### src/rtl/core/tms_pkg.sv
package tms_pkg;

  localparam int C_W     = 28;
  localparam int SW_W    = 20;
  localparam int QW_W    = 28;
  localparam int METH_W  = 3;
  localparam int AREA_W  = 13;
  localparam int TS_W    = 20;
  localparam int TQ_W    = 28;
  localparam int CFG_W   = 28;
  localparam int IDX_W   = 2;
  localparam int SCORE_W = 48;

  localparam int MAX_TEMPLATE_AREA = 4096;

  // squared difference before clipping fits in 30 bits
  localparam int D_W   = 30;
  // magnitudes of numerators and variances
  localparam int MAG_W = 41;
  // products of two magnitudes
  localparam int PRD_W = 2 * MAG_W;
  // working width for saturation
  localparam int SAT_W = 64;

  localparam logic [SCORE_W-1:0] SCORE_MAX = (SCORE_W'(1) << (SCORE_W - 1)) - SCORE_W'(1);
  localparam logic [SCORE_W-1:0] SCORE_MIN = SCORE_W'(1) << (SCORE_W - 1);

  typedef enum logic [METH_W-1:0] {
    M_SQDIFF        = 3'd0,
    M_SQDIFF_NORMED = 3'd1,
    M_CCORR         = 3'd2,
    M_CCORR_NORMED  = 3'd3,
    M_CCOEFF        = 3'd4,
    M_CCOEFF_NORMED = 3'd5
  } method_t;

  typedef enum logic [IDX_W-1:0] {
    REG_METHOD = 2'd0,
    REG_AREA   = 2'd1,
    REG_TSUM   = 2'd2,
    REG_TSQSUM = 2'd3
  } reg_idx_t;

  // how the final score of an item is formed
  typedef enum logic [1:0] {
    KIND_FIXED,
    KIND_QUOT,
    KIND_NORM,
    KIND_ROOT
  } kind_t;

  typedef struct packed {
    logic                 valid;
    kind_t                kind;
    logic                 neg;
    logic [SCORE_W-1:0]   fixed;
  } side_t;

  function automatic logic [SCORE_W-1:0] sat_score(input logic neg,
                                                   input logic [SAT_W-1:0] mag);
    logic [SAT_W-1:0] lim;
    logic [SAT_W-1:0] m;
    lim = SAT_W'(1) << (SCORE_W - 1);
    if (neg) begin
      m = (mag > lim) ? lim : mag;
      sat_score = SCORE_W'(~m + SAT_W'(1));
    end else begin
      m = (mag >= lim) ? (lim - SAT_W'(1)) : mag;
      sat_score = m[SCORE_W-1:0];
    end
  endfunction

endpackage

### src/rtl/core/tms_sqrt.sv
module tms_sqrt #(
  parameter int FB = 16,
  parameter int QB = 48
) (
  input  logic           clk,
  input  logic           rst,
  input  logic           adv,
  input  tms_pkg::side_t side_i,
  input  logic [QB-1:0]  q_i,
  output tms_pkg::side_t side_o,
  output logic [QB-1:0]  q_o,
  output logic [FB:0]    root_o
);

  localparam int NS = FB + 1;
  localparam int RB = 2 * FB + 2;

  tms_pkg::side_t sd [0:NS-1];
  logic [QB-1:0]  qq [0:NS-1];
  logic [FB:0]    rt [0:NS-1];

  // one root bit per stage, most significant first
  for (genvar j = 0; j < NS; j++) begin : g_stage
    tms_pkg::side_t s_in;
    logic [QB-1:0]  q_in;
    logic [FB:0]    rt_in, cand;
    logic [RB-1:0]  sq, qv;

    if (j == 0) begin : g_first
      assign s_in  = side_i;
      assign q_in  = q_i;
      assign rt_in = '0;
    end else begin : g_next
      assign s_in  = sd[j-1];
      assign q_in  = qq[j-1];
      assign rt_in = rt[j-1];
    end

    assign qv   = q_in[QB-1 -: RB];
    assign cand = rt_in | ((FB+1)'(1) << (FB - j));
    assign sq   = RB'(cand) * RB'(cand);

    always_ff @(posedge clk) begin
      if (rst) begin
        sd[j].valid <= 1'b0;
      end else if (adv) begin
        sd[j] <= s_in;
        qq[j] <= q_in;
        rt[j] <= (sq <= qv) ? cand : rt_in;
      end
    end
  end

  assign side_o = sd[NS-1];
  assign q_o    = qq[NS-1];
  assign root_o = rt[NS-1];

endmodule

### config.mk
export PLATFORM = sky130hd
export DESIGN_NAME = tms_sqrt
export DESIGN_NICKNAME = d
export VERILOG_FILES = /design/src/rtl/core/tms_pkg.sv /design/src/rtl/core/tms_sqrt.sv
export SDC_FILE = /design/constraint.sdc
export NUM_CORES = 2
export LEC_CHECK = 0
export ABC_AREA = 1
export BUFFER_PORTS_ARGS = -buffer_cell sky130_fd_sc_hd__buf_4
export CORE_UTILIZATION = 65
export DETAILED_ROUTE_END_ITERATION = 16
export GPL_ROUTABILITY_DRIVEN = 0
export PLACE_DENSITY = 0.83
export SLEW_MARGIN = 20
export SYNTH_ARGS = -nofsm -noshare
export SYNTH_HDL_FRONTEND = slang
export SYNTH_SLANG_ARGS = --single-unit
### constraint.sdc
create_clock -name clk -period 307.4 [get_ports clk]
set_input_delay 30.74 -clock clk [delete_from_list [all_inputs] [get_ports clk]]
set_output_delay 30.74 -clock clk [all_outputs]
set_load 0.005 [all_outputs]
==> metrics <==
outcome finished clean; Die Y 425 µm; kind of critical path in2reg; met3 usage 4.82%; post-synthesis net count 12,339; DP Worst Slack 271.61 ns; Hold/Removal Path Class reg2reg; final wirelength 260,000 µm; flops & latches, synth 1,853; CTS clk-pin slew, worst paths 0.06 ns; Post-Syn Instances 10,003; top_reg_cell synth edfxtp_1; RSZ-0062 raised after global routing false; Worst path max stage delay 0.93 ns; post-route setup slack 272.27 ns; Synth Cell Area 0.116 mm²; # DRC 0; Max Slew Vio Count 0; share of cells above drive strength 1 5.48%; Filler Cell Count 11,007; # IOs 220; initial antenna violation count 6; setup TNS 0 ns; Max Cap Violations 0; global-route wire length before repair 411,000 µm; port buffer count 219; Die ar. 0.181 mm²; DP Cell Count 12,466; synthesized area per cell 11.6 µm²; Post-synth EDFFs 1,853; most used cell, CP buf_4; antenna viol nets, final 0; unique cell type count in the Yosys netlist 47; CTS tree built; Tmin final 35.13 ns; Max Fclk 0.0285 GHz; CP Max Fanout 196; clk_skew 0.0651 ns; Max clock buf depth 3; final worst-path cycle share 11.4%; Via density 5.67; warnings from Yosys 0; Top Usage Layer GRT met2; Slew HR 15.9%; number of H-tree levels 4; CTS hold repair buffers 0; clock root cell clkbuf_16; vias in the first global route 77,521; worst endpoint data arrival time 35.53 ns; CTS Buf Count 177; asr flop ratio synth 0%; largest net degree at the start of global routing 197; GRT Overall Usage 29.4%; per-cell routed wire length 20.3 µm; Initial Util 65.4%; met1 usage 33.7%; Die X-Extent 425 µm; Core ar. 0.178 mm²; clock insertion delay at the later pin of the skew report 0.84 ns; CP required 307.80 ns; Post-Layout Cell Count 12,794; Slowest cell on crit path buf_4; crit end category flip-flop; total gr overflow 0; post-cts sizing count 0; DP Wirelength 177,000 µm; Final Hold Fails 0; post-synthesis sequential area ratio 47.8%; CTS Sinks 1,853; Final nets 12,627; Global Route met2 Usage 51.9%; row count 155; # setup viols final 0; starting DRC count in detailed routing 7,004; total setup buffers inserted after CTS 0; CP Cell Sequence buf_4 > nor2_4 > buf_12 > buf_4 > buf_12 > buf_4 > buf_4; worst slew pin tran 1.26 ns; hold slack final 0.384 ns; via count 72,559; Startpoint Class input pin; drt first pass iters 8; area growth from synthesis to final layout 8.74%
worst max-delay path: cells and delay by family:
family,cells,cell delay [ns]
buffers and inverters,6,4.20
AND/OR/NAND/NOR,1,0.12
through the flow:
step                      util, %  cell area, µm²
after floorplan                 -          116000
after global placement       67.8          121000
after detailed placement     67.8          121000
after CTS                    71.0          127000
after global routing         71.1          127000
final                        71.1          127000
routing by layer:
metal	part of all wire, %	vias up
met5	0.028	-
met4	6.7	4
met3	7.1	1123
met2	51	3551
met1	35	35399
li1	-	32482
area by class of cell:
class	instances	area, µm²	share of cell area, %
flip-flops and latches	1853	55600	43.9
multi-input cells	5554	51100	40.3
inverters	2448	9190	7.25
clock buffers	213	4610	3.64
well taps	2355	2950	2.33
repair buffers	257	1990	1.57
clock inverters	110	1180	0.929
diodes	4	10.0	0.00790
state kept, by name, indices dropped and copies added (netlist names):
signal and flops:
sd 884, rt 153, qq 816
worst paths after layout:
check | cells past startpoint | slack, ns | start | endpoint
max | 7 | 272.27 | rst | qq[16][46]$_DFFE_PP_
min | 0 | 0.38 | sd[8][42]$_DFFE_PP_ | sd[9][42]$_DFFE_PP_
max reg2reg | 29 | 299.48 | rt[0][270]$_DFFE_PP_ | rt[0][272]$_DFFE_PP_
min reg2reg | 0 | 0.38 | sd[8][42]$_DFFE_PP_ | sd[9][42]$_DFFE_PP_
cells in the mapped netlist (43+ instances only):
library cell     n  area [µm²]
a21oi_1        336        1680
nand2_1       1686        6330
ha_1          1241       15500
nand4_1         77         482
fa_1           992       19900
nand3_1        178         891
xnor2_1         99         867
inv_1         2446        9180
clkbuf_1       147         552
nor2_1         367        1380
edfxtp_1      1853       55600
nor3_1          46         230
xor2_1         170        1490
nor4_1          43         269
o21bai_1        45         338
o21ai_0        118         591
kinds of logic after synthesis:
group                      synth area share [%]
buffers and inverters                      8.37
and+or+nand+nor                            8.68
adders and majority gates                  30.4
DFF                                        47.8
AOI/OAI and AO/OA                          2.69
xor gates and xnor gates                   2.02
muxes                                    0.0967
placed cells by master (no fill, tap or decap), drive strengths merged, types with 3 or more instances in the layout:
master,netlist,final
inv,2447,2457
edfxtp,1853,1853
nand2,1690,1690
ha,1241,1241
fa,992,992
nor2,370,370
a21oi,339,339
buf,1,257
clkbuf,147,213
nand3,180,180
xor2,170,170
o21ai,126,126
xnor2,99,99
clkinv,1,82
nand4,77,77
nor3,46,46
o21bai,45,45
nor4,43,43
or2,32,32
a21o,18,18
nand3b,15,15
bufinv,0,14
o211ai,13,13
and2,11,11
mux2,10,10
o21a,10,10
o31ai,6,6
nor3b,6,6
clkinvlp,0,5
diode,0,4
a31oi,4,4
a21boi,3,3
Power is not shown: default switching activity piles up to over one toggle a cycle in this logic, so the estimate is an artifact.
